`config.mk`:
```
export PLATFORM = sky130hd
export DESIGN_NAME = m3i_merge
export DESIGN_NICKNAME = d
export VERILOG_FILES = /design/src/rtl/matrix3x3_inverse_assert.svh /design/src/rtl/m3i_pkg.sv /design/src/rtl/m3i_merge.sv
export SDC_FILE = /design/constraint.sdc
export NUM_CORES = 1
export LEC_CHECK = 0
export ABC_AREA = 1
export CAP_MARGIN = 15
export CORE_AREA = 5 5 273 275
export DETAILED_ROUTE_END_ITERATION = 8
export DIE_AREA = 0 0 278 280
export DONT_BUFFER_PORTS = 1
export GPL_TIMING_DRIVEN = 0
export SLEW_MARGIN = 20
export SYNTH_ARGS = -nofsm -noshare
export SYNTH_HDL_FRONTEND = slang
export SYNTH_SLANG_ARGS = --single-unit
```
`constraint.sdc`:
```
create_clock -name clock -period 4.3 [get_ports clock]
set_input_delay 1.29 -clock clock [delete_from_list [all_inputs] [get_ports clock]]
set_output_delay 1.29 -clock clock [all_outputs]
set_load 0.01 [all_outputs]
```
`src/rtl/matrix3x3_inverse_assert.svh`:
```
// Assertion macros for the 3x3 matrix inverse block.
// Used by the top level only; depends on ports named clock and reset.
`ifndef MATRIX3X3_INVERSE_ASSERT_SVH
`define MATRIX3X3_INVERSE_ASSERT_SVH

// Same-cycle implication, disabled during reset.
`define M3I_ASSERT_IMPL(lbl, ante, cons) \
   lbl: assert property (@(posedge clock) disable iff (reset) (ante) |-> (cons)) \
      else $error("matrix inverse check failed");

// Next-cycle implication, disabled during reset.
`define M3I_ASSERT_NEXT(lbl, ante, cons) \
   lbl: assert property (@(posedge clock) disable iff (reset) (ante) |=> (cons)) \
      else $error("matrix inverse check failed");

`endif

```
`src/rtl/m3i_pkg.sv`:
```
// Shared types and width constants for the 3x3 matrix inverse block.
// No dependencies; imported by every module of the block.
`timescale 1ns / 1ps

package m3i_pkg;
   localparam int ELEM_W = 32;
   localparam int PROD_W = 2 * ELEM_W;
   localparam int COF_W  = 2 * ELEM_W + 2;
   localparam int DET_W  = 3 * ELEM_W + 4;
   localparam int NUM_LANES = 9;

   typedef logic signed [ELEM_W-1:0] elem_type;

   localparam elem_type ELEM_MAX = {1'b0, {(ELEM_W-1){1'b1}}};
   localparam elem_type ELEM_MIN = {1'b1, {(ELEM_W-1){1'b0}}};

   typedef logic [NUM_LANES-1:0][ELEM_W-1:0] quot_vec_type;

   typedef struct packed {
      elem_type a00;
      elem_type a01;
      elem_type a02;
      elem_type a10;
      elem_type a11;
      elem_type a12;
      elem_type a20;
      elem_type a21;
      elem_type a22;
   } req_type;

   typedef struct packed {
      elem_type inv00;
      elem_type inv01;
      elem_type inv02;
      elem_type inv10;
      elem_type inv11;
      elem_type inv12;
      elem_type inv20;
      elem_type inv21;
      elem_type inv22;
      elem_type det_value;
      logic     singular;
   } rsp_type;
endpackage

```
`src/rtl/m3i_merge.sv`:
```
// Merge stage: gathers the nine lane quotients, scales and saturates the
// determinant, handles the singular case and holds the output register.
`timescale 1ns / 1ps

module m3i_merge #(
   parameter int FRAC_BITS = 16
) (
   input  logic                              clock,
   input  logic                              reset,
   input  logic                              en,
   input  logic                              valid,
   input  m3i_pkg::quot_vec_type             quot,
   input  logic signed [m3i_pkg::DET_W-1:0]  det,
   output logic                              rsp_valid,
   output m3i_pkg::rsp_type                  rsp_data
);
   import m3i_pkg::*;

   localparam int SW = DET_W - 2 * FRAC_BITS;

   logic signed [SW-1:0] dsh;
   logic signed [SW-1:0] dtr;
   logic                 fix;
   logic                 sing;
   elem_type             dval;
   rsp_type              rsp_in;

   assign dsh  = $signed(det[DET_W-1:2*FRAC_BITS]);
   assign fix  = det[DET_W-1] && (det[2*FRAC_BITS-1:0] != '0);
   assign dtr  = dsh + $signed({{(SW-1){1'b0}}, fix});
   assign sing = (det == '0);

   always_comb begin
      if (dtr > SW'(ELEM_MAX)) begin
         dval = ELEM_MAX;
      end else if (dtr < SW'(ELEM_MIN)) begin
         dval = ELEM_MIN;
      end else begin
         dval = elem_type'(dtr[ELEM_W-1:0]);
      end
   end

   always_comb begin
      rsp_in.inv00     = sing ? '0 : elem_type'(quot[0]);
      rsp_in.inv01     = sing ? '0 : elem_type'(quot[1]);
      rsp_in.inv02     = sing ? '0 : elem_type'(quot[2]);
      rsp_in.inv10     = sing ? '0 : elem_type'(quot[3]);
      rsp_in.inv11     = sing ? '0 : elem_type'(quot[4]);
      rsp_in.inv12     = sing ? '0 : elem_type'(quot[5]);
      rsp_in.inv20     = sing ? '0 : elem_type'(quot[6]);
      rsp_in.inv21     = sing ? '0 : elem_type'(quot[7]);
      rsp_in.inv22     = sing ? '0 : elem_type'(quot[8]);
      rsp_in.det_value = sing ? '0 : dval;
      rsp_in.singular  = sing;
   end

   always_ff @(posedge clock) begin
      if (reset) begin
         rsp_valid <= 1'b0;
      end else if (en) begin
         rsp_valid <= valid;
      end
   end

   always_ff @(posedge clock) begin
      if (en) begin
         rsp_data <= rsp_in;
      end
   end
endmodule

```
# Yosys cells after proc, flatten, opt, wreduce, memory -nomap -nowiden
# Index checks and enable logic that the tools add are counted.
# classes
add_sub_neg	1
n_mul	0
n_div	0
order_cmp	2
n_eq_ne	0
shifts	0
mux	2
bitwise_logic	0
reduce_logical	4
# op_table
op	n
$logic_not A100 Y1	1
$add A68 B2 Y68	1
$gt A68 B32 Y1 const B	1
$lt A68 B32 Y1 const B	1
$mux W32	1
$reduce_bool A32 Y1	1
$mux W31	1
$reduce_or A2 Y1	1
$logic_and A1 B1 Y1	1
# totals
regBits	322
latch_bits	0
ramBits	0
mem_bits_ro	0
inputBits	392
out_inout_bits	322
elab_cells	22
n_memories	0

# Logic depth before layout (Yosys ltp)
# Gate-level depths: netlist (run 1).
# logic_depth
ltp_word	6
ltp_mapped	23
ltp_nobuf	22

# Worst setup path after synthesis (run 1)
# Ideal clock, no wire load.
# synth_timing
path_kind	input-to-reg
from	input port det[25] (netlist bit)
to	register rsp_data[13] (netlist bit), data pin
setup_ns	0.258
arrival_ns	3.416
path_slack_ns	0.626
stages	21
n_path_buf	2
cell_sequence	nor4_1 -> nand4_1 -> nor2_1 -> nor2_1 -> ha_1 -> nand2_4 -> nor2_4 -> nand2_2 -> nor2_4 -> buf_6 -> nand3b_1 -> nand2_1 -> nor2_1 -> nand3b_1 -> nor2_1 -> nand2_1 -> nor2_1 -> nand2_1 -> nand2_1 -> buf_4 -> o21ai_2
# synth_between
elab_chain_cells	6
# synth_lines
element	line_no	source
start: declaration	m3i_merge.sv:13	input logic signed [m3i_pkg::DET_W-1:0] det,
$reduce_bool A32 Y1	m3i_merge.sv:29	assign fix = det[DET_W-1] && (det[2*FRAC_BITS-1:0] != '0);
$logic_and A1 B1 Y1	m3i_merge.sv:29	
$add A68 B2 Y68	m3i_merge.sv:30	assign dtr = dsh + $signed({{(SW-1){1'b0}}, fix});
$lt A68 B32 Y1	m3i_merge.sv:36	end else if (dtr < SW'(ELEM_MIN)) begin
$mux W32	m3i_merge.sv:36	
$mux W31	m3i_merge.sv:34	if (dtr > SW'(ELEM_MAX)) begin
end signal: assignment	m3i_merge.sv:67	rsp_data <= rsp_in;
end: declaration	m3i_merge.sv:15	output m3i_pkg::rsp_type rsp_data
# Parallel ways exist; a longest one is shown, timed or not.
# A chain may end at the register's enable or synchronous reset.

# Final worst setup path (run 1)
# layout_timing
from	input port det[17] (netlist bit)
to	register rsp_data[8] (netlist bit), data pin
# The elaborated chain is that of the path after synthesis.

==> flow_metrics.py, run 1 <==
metrics = {
    "power_and_ir_drop": {
        "p_leak_nw": 7.20,
        "combPwrFrac_pct": 4.1,
        "peakVddDrop_mv": 0.266,
        "switching_share_pct": 24.3,
        "clkPwrFrac_pct": 43.2,
        "p_seq_share_pct": 52.7,
        "internal-power_mw": 5.82,
        "p_per_area_nw_per_um2": 435,
        "finalPower_mw": 7.69,
        "power_switching_mw": 1.87,
    },
    "clock_tree": {
        "numCtsBuffers": 39,
        "cts_setup_buffers": 0,
        "clk_pin_slew_ps": 60,
        "numClockSinks": 322,
        "clk_latency_ps": 530,
        "cts_resized": 1,
        "htreeDepth": 2,
        "cts_hold_buf": 0,
        "cts_tree": "built",
        "clockBufferDepth": 3,
        "clockRootBuffer": "clkbuf_16",
    },
    "floorplanning": {
        "die_w_um": 278,
        "dieArea_um2": 77800,
        "io_pins": 714,
        "core_area_um2": 72100,
        "start_util_pct": 21.1,
        "row_count": 99,
        "die_y_um": 280,
    },
    "critical_path": {
        "r2r-start": "rsp_valid",
        "critPathLaunchType": "input pin",
        "path_class": "in -> reg",
        "cp.arrival_ps": 4370,
        "path_max_fanout": 10,
        "worst_ep_required_time_ps": 4610,
        "cp-startpoint": "det[17]",
        "cp-end-kind": "flop",
    },
    "finish": {
        "diodes": 0,
        "area_delta_synth_final_pct": 16.4,
        "final_layout_size_suffix_gt1_share_pct": 7.48,
        "final_cells": 2617,
        "fin_util_pct": 24.5,
        "final_common_cell": "nor2_1",
        "mostFrequentLayoutCells": "nor2_1, inv_1, edfxtp_1",
        "layout.nets": 2025,
    },
    "yosys": {
        "synth-compound-area-share_pct": 1.75,
        "synthAdderAreaFrac_pct": 0.165,
        "ys_ff_latch": 322,
        "ys_types": 34,
        "synth_top_family_by_area": "simple AND/OR/NAND/NOR gates",
        "ys_warn_count": 0,
        "synth_edf_count": 321,
        "syn_area_um2": 15200,
        "ys_seq_area_share_pct": 63.6,
        "synth_ff_type": "edfxtp_1",
        "synth_xor_area_share_pct": 1.79,
        "syn_avg_cell_area_um2": 9.55,
        "async_flop_share_pct": 0,
        "syn_inst": 1589,
        "synth_simple_gate_area_share_pct": 22.7,
        "synth_mux_area_share_pct": 0.0659,
        "synth_fp_nets": 1983,
    },
    "route": {
        "post_drt_wl_per_cell_um": 23.7,
        "dr.pass1.iters": 5,
        "viasPerCell": 4.23,
        "routed-via-count": 11058,
        "antenna_left": 0,
        "drtIter0Drc": 909,
        "drt-total-wl_mm": 62.0,
        "drc": 0,
    },
    "timing": {
        "finalHoldViolations": 0,
        "drv_slew": 0,
        "fmax_ghz": 0.246,
        "rsz0062_at_grt": "false",
        "worst_slew_pin_slew_ps": 1270,
        "min_period_ps": 4060,
        "setup_tns_ps": 0,
        "hold_slack_ps": 571,
        "relSlewSlack_pct": 15.3,
        "period_share_pct": 94.5,
        "skew_ps": 0,
        "setup_violations": 0,
    },
    "placed_design": {
        "place_inst": 2549,
        "dp_hpwl_mm": 50.4,
        "place.gp.congestion": 0.960,
        "io_buffers": 0,
    },
    "hold_path": {
        "hold_start": "rsp_valid",
        "hold_class": "reg -> reg",
    },
    "global_routing": {
        "grt_max_degree": 323,
        "use_met2_pct": 25.0,
        "track_usage_pct": 14.7,
        "grt_busiest_layer": "met2",
        "grt_pass1_wl_mm": 82.5,
        "overflow": 0,
        "met1_usage_pct": 17.0,
        "grt_antenna_before_repair": 4,
        "grt_pass1_vias": 10488,
        "grt.met3_usage_pct": 5.98,
    },
    "outcome": {
        "outcome": "finished clean",
    },
    "run": {
        "drv_cap": 0,
    },
}
## cells in the mapped netlist, drive strengths merged, types with 3 or more instances
cell    instances  share of area [%]
nand3b          5               0.25
clkbuf         32               0.79
xor2           19                1.1
nand2         250                6.5
xnor2          12               0.69
and2            3               0.12
buf             7               0.42
nor3            5               0.24
nand4          34                1.4
edfxtp        321                 63
o21ai          33                1.6
inv           349                8.6
nor2          445                 12
nand3          39                1.3
nor4           26                1.1
## through the flow
step | area, um2 | worst slack [ps]
floorplan | 15200 | 626
global placement | 16400 | -1600
detailed placement | 16400 | -614
CTS | 17700 | 30.7
global route | 17700 | 7.54
finish | 17700 | 237
## cell type report
class	instances	area [um2]
inverters	350	1320
multi-input cells	878	4030
fillers	7811	54400
well taps	959	1200
clock inverters	22	244
clock buffers	46	1020
plain buffers	39	185
repair buffers	1	7.51
flip-flops and latches	322	9660
## worst paths after layout
path	to	slack (ps)	cells past startpoint
hold reg to reg	rsp_valid	570	2
setup reg to reg	rsp_valid	3640	2
hold / removal	rsp_valid	570	2
setup / recovery	rsp_data[8]	240	21
## worst max-delay path, cell delays in order
cell,delay (ps)
nor4_1,270
nand4_1,150
nor2_2,290
nor2_1,110
ha_1,220
nand2_4,150
nor2_4,60
nand2_2,130
nor2_4,70
buf_6,140
nand4_1,180
nand2_1,70
nand2_1,100
nand2_1,60
nor2_1,150
nand2_1,90
nor2_1,180
nand2_1,120
nand2_4,110
inv_4,80
o21ai_1,330
## sequential cells by signal (all words and copies together) (netlist names)
register,flops
rsp_data,321
rsp_valid,1
## metal layers
layer	vias to the layer above	share of wire, %	wire length, um
met5	-	0.065	40
met4	6	3.3	2070
met3	85	10	6280
met2	578	49	30300
met1	5332	38	23300
li1	5057	-	-
## power groups by stage
stage | Sequential [mW] | Clock [mW] | Combinational [mW]
global route | 4.07 | 3.56 | 0.355
detailed placement | 4.13 | 0 | 0.314
CTS | 4.07 | 3.43 | 0.318
finish | 4.05 | 3.32 | 0.315
global placement | 4.13 | 0 | 0.309
floorplan | 4.00 | 0 | 0.223
## cell families after synthesis
| kind of cell | count (synthesis) |
|---|---|
| flops | 322 |
| xor+xnor | 31 |
| mux | 1 |
| buf+inv | 389 |
| simple gates | 807 |
| compound gates | 37 |
| fa+ha+maj | 2 |
(Power assumes the default switching activity.)
==> run 2: changes to the inputs <==
Settings changed: CELL_PAD_IN_SITES_DETAIL_PLACEMENT set to 0, CELL_PAD_IN_SITES_GLOBAL_PLACEMENT set to 1, PLACE_DENSITY_LB_ADDON set to 0.1, SKIP_LAST_GASP set to 1.
==> flow_metrics.py, run 2 (synthesis results as in run 1) <==
metrics = {
    "power_and_ir_drop": {
        "combPwrFrac_pct": 3.8,
        "switching_share_pct": 24.2,
        "clkPwrFrac_pct": 43.2,
        "p_leak_nw": 7.19,
        "power_switching_mw": 1.85,
        "p_seq_share_pct": 53.0,
        "p_per_area_nw_per_um2": 433,
        "internal-power_mw": 5.80,
        "peakVddDrop_mv": 0.237,
    },
    "finish": {
        "largest_reg_flops": 321,
        "reg_top3": "rsp_data: 321 flops, rsp_valid: 1 flops",
        "final_cells": 2620,
        "final_layout_size_suffix_gt1_share_pct": 7.11,
        "fin_area_um2": 17700,
        "n_fill_cell": 7916,
        "area_delta_synth_final_pct": 16.3,
        "final_common_cell": "nor2_1",
        "layout.nets": 2025,
        "mostFrequentLayoutCells": "nor2_1, inv_1, edfxtp_1",
        "top_register": "rsp_data",
    },
    "timing": {
        "hold_slack_ps": 559,
        "worst_slew_pin_slew_ps": 805,
        "setup_tns_ps": 0,
        "drv_slew": 0,
        "finalHoldViolations": 0,
        "period_share_pct": 90.7,
        "skew_ps": 0,
        "relSlewSlack_pct": 45.9,
        "fmax_ghz": 0.256,
        "rsz0062_at_grt": "false",
        "min_period_ps": 3900,
        "setup_violations": 0,
    },
    "global_routing": {
        "overflow": 0,
        "grt_pass1_wl_mm": 88.6,
        "grt_pass1_vias": 10779,
        "grt_antenna_before_repair": 1,
        "track_usage_pct": 15.9,
        "grt_max_degree": 323,
    },
    "run": {
        "drv_cap": 0,
    },
    "placed_design": {
        "place_inst": 2548,
        "dp_hpwl_mm": 54.1,
        "place.gp.congestion": 0.842,
        "dpl_cell_area_um2": 16400,
        "io_buffers": 0,
    },
    "floorplanning": {
        "io_pins": 714,
        "start_util_pct": 21.1,
        "die_y_um": 280,
        "dieArea_um2": 77800,
        "core_area_um2": 72100,
        "row_count": 99,
        "die_w_um": 278,
    },
    "outcome": {
        "outcome": "finished clean",
    },
    "critical_path": {
        "worst_ep_required_time_ps": 4680,
        "path_max_fanout": 10,
        "rr_worst_depth": 2,
        "critPathLaunchType": "input pin",
        "cp.arrival_ps": 4280,
        "cp-end-kind": "flop",
        "path_class": "in -> reg",
    },
    "clock_tree": {
        "clockRootBuffer": "clkbuf_16",
        "cts_tree": "built",
        "numCtsBuffers": 40,
        "cts_resized": 1,
        "clockBufferDepth": 3,
        "htreeDepth": 2,
        "numClockSinks": 322,
        "cts_hold_buf": 0,
        "clk_pin_slew_ps": 60,
        "clk_latency_ps": 560,
        "cts_setup_buffers": 0,
    },
    "route": {
        "drt-total-wl_mm": 65.9,
        "drc": 0,
        "drtIter0Drc": 548,
        "viasPerCell": 4.07,
        "dr.pass1.iters": 5,
        "post_drt_wl_per_cell_um": 25.2,
        "antenna_left": 0,
        "routed-via-count": 10667,
    },
    "hold_path": {
        "hold_depth": 2,
        "hold_class": "reg -> reg",
    },
}
## run 2: cell count changes in the layout (fill, tap and decap cells not counted), sizes merged
cell	delta
diode	+1
clkbuf	+10
bufinv	-1
buf	-1
inv	+1
clkinv	-6
clkinvlp	-1
## run 2: power by group through the flow
stage               sequential [mW]  clock, mW  combinational [mW]
floorplan                      4.00          0               0.223
global placement               4.15          0               0.288
detailed placement             4.14          0               0.292
CTS                            4.08       3.45               0.294
global route                   4.08       3.58               0.336
finish                         4.06       3.31               0.287
## run 2: final timing paths
kind             start      endpoint  slack [ps]
max reg2reg  rsp_valid     rsp_valid        3680
max            det[25]  rsp_data[12]         400
min reg2reg  rsp_valid     rsp_valid         560
min          rsp_valid     rsp_valid         560
## run 2: metrics by stage
step | util (%) | worst slack (ps) | power (mW)
after CTS | 24.5 | 14.3 | 7.82
final | 24.5 | 399 | 7.65
after floorplan | - | 626 | 4.22
after global placement | 22.7 | -714 | 4.43
after global routing | 24.5 | 74.0 | 7.99
after detailed placement | 22.7 | -704 | 4.43
## run 2: routing by layer
layer	share of wire [%]	global-route usage (%)
met5	0	0
met4	1.7	3.33
met3	7.9	5.61
met2	53	29.4
met1	37	17.8
## run 2: worst max-delay path: stages
cell	delay, ps
nor4_1	300
nand4_1	160
nor2_2	240
nor2_1	130
ha_1	230
nand2_4	140
nor2_4	50
nand2_2	140
nor2_4	70
buf_6	150
nand4_1	160
nand2_1	200
nor2_1	150
nand3_1	130
nor2_1	130
nand2_1	90
nand2_4	130
inv_4	80
buf_6	160
o21ai_2	120
## run 2: final cells by class
type	count	area, um2	area share (%)
inverter	350	1320	7.46
sequential	322	9660	54.7
antenna	1	2.50	0.0142
clock buffer	56	1070	6.07
tap	959	1200	6.80
multi-input combinational	878	4030	22.8
clock inverter	15	188	1.06
buffer	39	185	1.05
==> run 3: changes to the inputs <==
Settings changed: CORE_AREA 5 5 273 275 to 2 2 278 280, DIE_AREA 0 0 278 280 to 0 0 280 282, HOLD_SLACK_MARGIN set to 0.1.
==> flow_metrics.py, run 3 (synthesis results as in run 1) <==
metrics = {
    "outcome": {
        "outcome": "finished clean",
    },
    "critical_path": {
        "timing.rr.end": "rsp_valid",
        "path_max_fanout": 10,
        "cp.arrival_ps": 4210,
        "endpoint": "rsp_data[6]",
        "cp_slowest_cell": "nor4_1",
        "cp-end-kind": "flop",
        "cp-startpoint": "det[17]",
        "rr_worst_depth": 2,
        "r2r-start": "rsp_valid",
        "path_class": "in -> reg",
        "slowest_delay_ps": 280,
        "critPathLaunchType": "input pin",
        "crit_path_cell_trace": "nor4_1, nand4_1, nor2_4, nor2_1, ha_1, nand2_4, nor2_4, nand2_2, nor2_4, buf_6, nand3b_1, nand2_1, nor2_1, nand3b_1, nor2_1, nand2_1, nor2_1, nand2_1, nand2_4, buf_4, o21ai_1",
        "critPathMostFrequentCell": "nor2_1",
        "rrSetupSlack_ps": 3660,
        "worst_ep_required_time_ps": 4570,
    },
    "floorplanning": {
        "die_y_um": 282,
        "row_count": 101,
        "core_area_um2": 75700,
        "start_util_pct": 20.1,
        "io_pins": 714,
        "die_w_um": 280,
        "dieArea_um2": 79000,
    },
    "hold_path": {
        "hold_class": "reg -> reg",
    },
    "timing": {
        "min_period_ps": 3940,
        "worst_slew_pin_slew_ps": 833,
        "relSlewSlack_pct": 44.1,
        "setup_tns_ps": 0,
        "fmax_ghz": 0.254,
        "period_share_pct": 91.7,
        "rsz0062_at_grt": "false",
        "finalHoldViolations": 0,
        "setup_violations": 0,
        "drv_slew": 0,
        "skew_ps": 0,
    },
    "clock_tree": {
        "htreeDepth": 2,
        "clk_latency_ps": 550,
        "clockBufferDepth": 3,
        "numCtsBuffers": 41,
        "cts_hold_buf": 0,
        "numClockSinks": 322,
        "cts_tree": "built",
        "cts_setup_buffers": 0,
        "clk_pin_slew_ps": 60,
        "clockRootBuffer": "clkbuf_16",
    },
    "placed_design": {
        "dp_hpwl_mm": 52.9,
        "dpl_cell_area_um2": 16400,
        "place.gp.congestion": 0.848,
        "io_buffers": 0,
    },
    "run": {
        "drv_cap": 0,
    },
    "finish": {
        "area_delta_synth_final_pct": 16.9,
        "layout.nets": 2026,
        "mostFrequentLayoutCells": "nor2_1, inv_1, edfxtp_1",
        "final_common_cell": "nor2_1",
        "final_layout_size_suffix_gt1_share_pct": 7.59,
        "reg_top3": "rsp_data: 321 flops, rsp_valid: 1 flops",
        "fin_area_um2": 17700,
        "n_fill_cell": 8320,
        "largest_reg_flops": 321,
        "top_register": "rsp_data",
    },
    "route": {
        "drtIter0Drc": 609,
        "routed-via-count": 10513,
        "drt-total-wl_mm": 64.5,
        "post_drt_wl_per_cell_um": 24.4,
        "dr.pass1.iters": 5,
        "viasPerCell": 3.98,
        "antenna_left": 0,
        "drc": 0,
    },
    "global_routing": {
        "grt_pass1_vias": 10735,
        "overflow": 0,
        "grt_max_degree": 323,
        "grt_antenna_before_repair": 3,
        "track_usage_pct": 15.5,
        "grt_pass1_wl_mm": 86.0,
    },
    "power_and_ir_drop": {
        "p_leak_nw": 7.23,
        "peakVddDrop_mv": 0.220,
        "p_per_area_nw_per_um2": 434,
    },
}
## run 3: what timing repair did
| action | CTS | global route |
|---|---|---|
| gates resized for setup | 2 | 10 |
| endpoints found under the setup margin | 11 | 33 |
| gates cloned | 0 | 0 |
## run 3: per-layer routing
layer / part of all wire [%] / track usage [%] / wire [um]
met1: 37 / 16.6 / 23800
met2: 52 / 28.2 / 33700
met3: 9.0 / 6.20 / 5830
met4: 1.9 / 3.95 / 1220
met5: 0.020 / 0 / 13
## run 3: layout make-up
cell class | count | area [um2] | area share, %
Sequential cell | 322 | 9660 | 54.4
Multi-Input combinational cell | 878 | 4060 | 22.9
Inverter | 350 | 1320 | 7.42
Tap cell | 978 | 1220 | 6.90
Clock buffer | 46 | 1070 | 6.01
Clock inverter | 26 | 221 | 1.25
Buffer | 39 | 195 | 1.10
Antenna cell | 2 | 5.00 | 0.0282
## run 3: report_power, final
group / total (mW) / switching [mW] / internal [mW]
Combinational: 0.291 / 0.178 / 0.113
Clock: 3.35 / 1.39 / 1.96
Sequential: 4.05 / 0.298 / 3.75
Total: 7.69 / 1.87 / 5.83
## run 3: worst min path at each step
stage | startpoint | endpoint | cells after the start
final | rsp_valid | rsp_valid | 2
after global routing | rsp_valid | rsp_valid | 2
after CTS | rsp_valid | rsp_valid | 2
after detailed placement | rsp_valid | rsp_valid | 2
after global placement | rsp_valid | rsp_valid | 2
after floorplan | rsp_valid | rsp_valid | 2
## run 3: worst max-delay path: cells and delay by family
| family | cells | cell delay [ps] |
|---|---|---|
| and+or+nand+nor | 17 | 2210 |
| AOI/OAI and AO/OA | 1 | 150 |
| adders and majority gates | 1 | 220 |
| buffers and inverters | 2 | 340 |
## run 3: through the flow
stage	hold slack (ps)	power (mW)	worst slack, ps	cells	utilization (%)
after CTS	578	7.85	50.9	2639	23.4
after global placement	547	4.43	-975	2567	21.7
after global routing	604	7.99	40.2	2639	23.4
after floorplan	528	4.22	626	1589	-
after detailed placement	568	4.42	-658	2567	21.7
final	575	7.69	359	2641	23.4
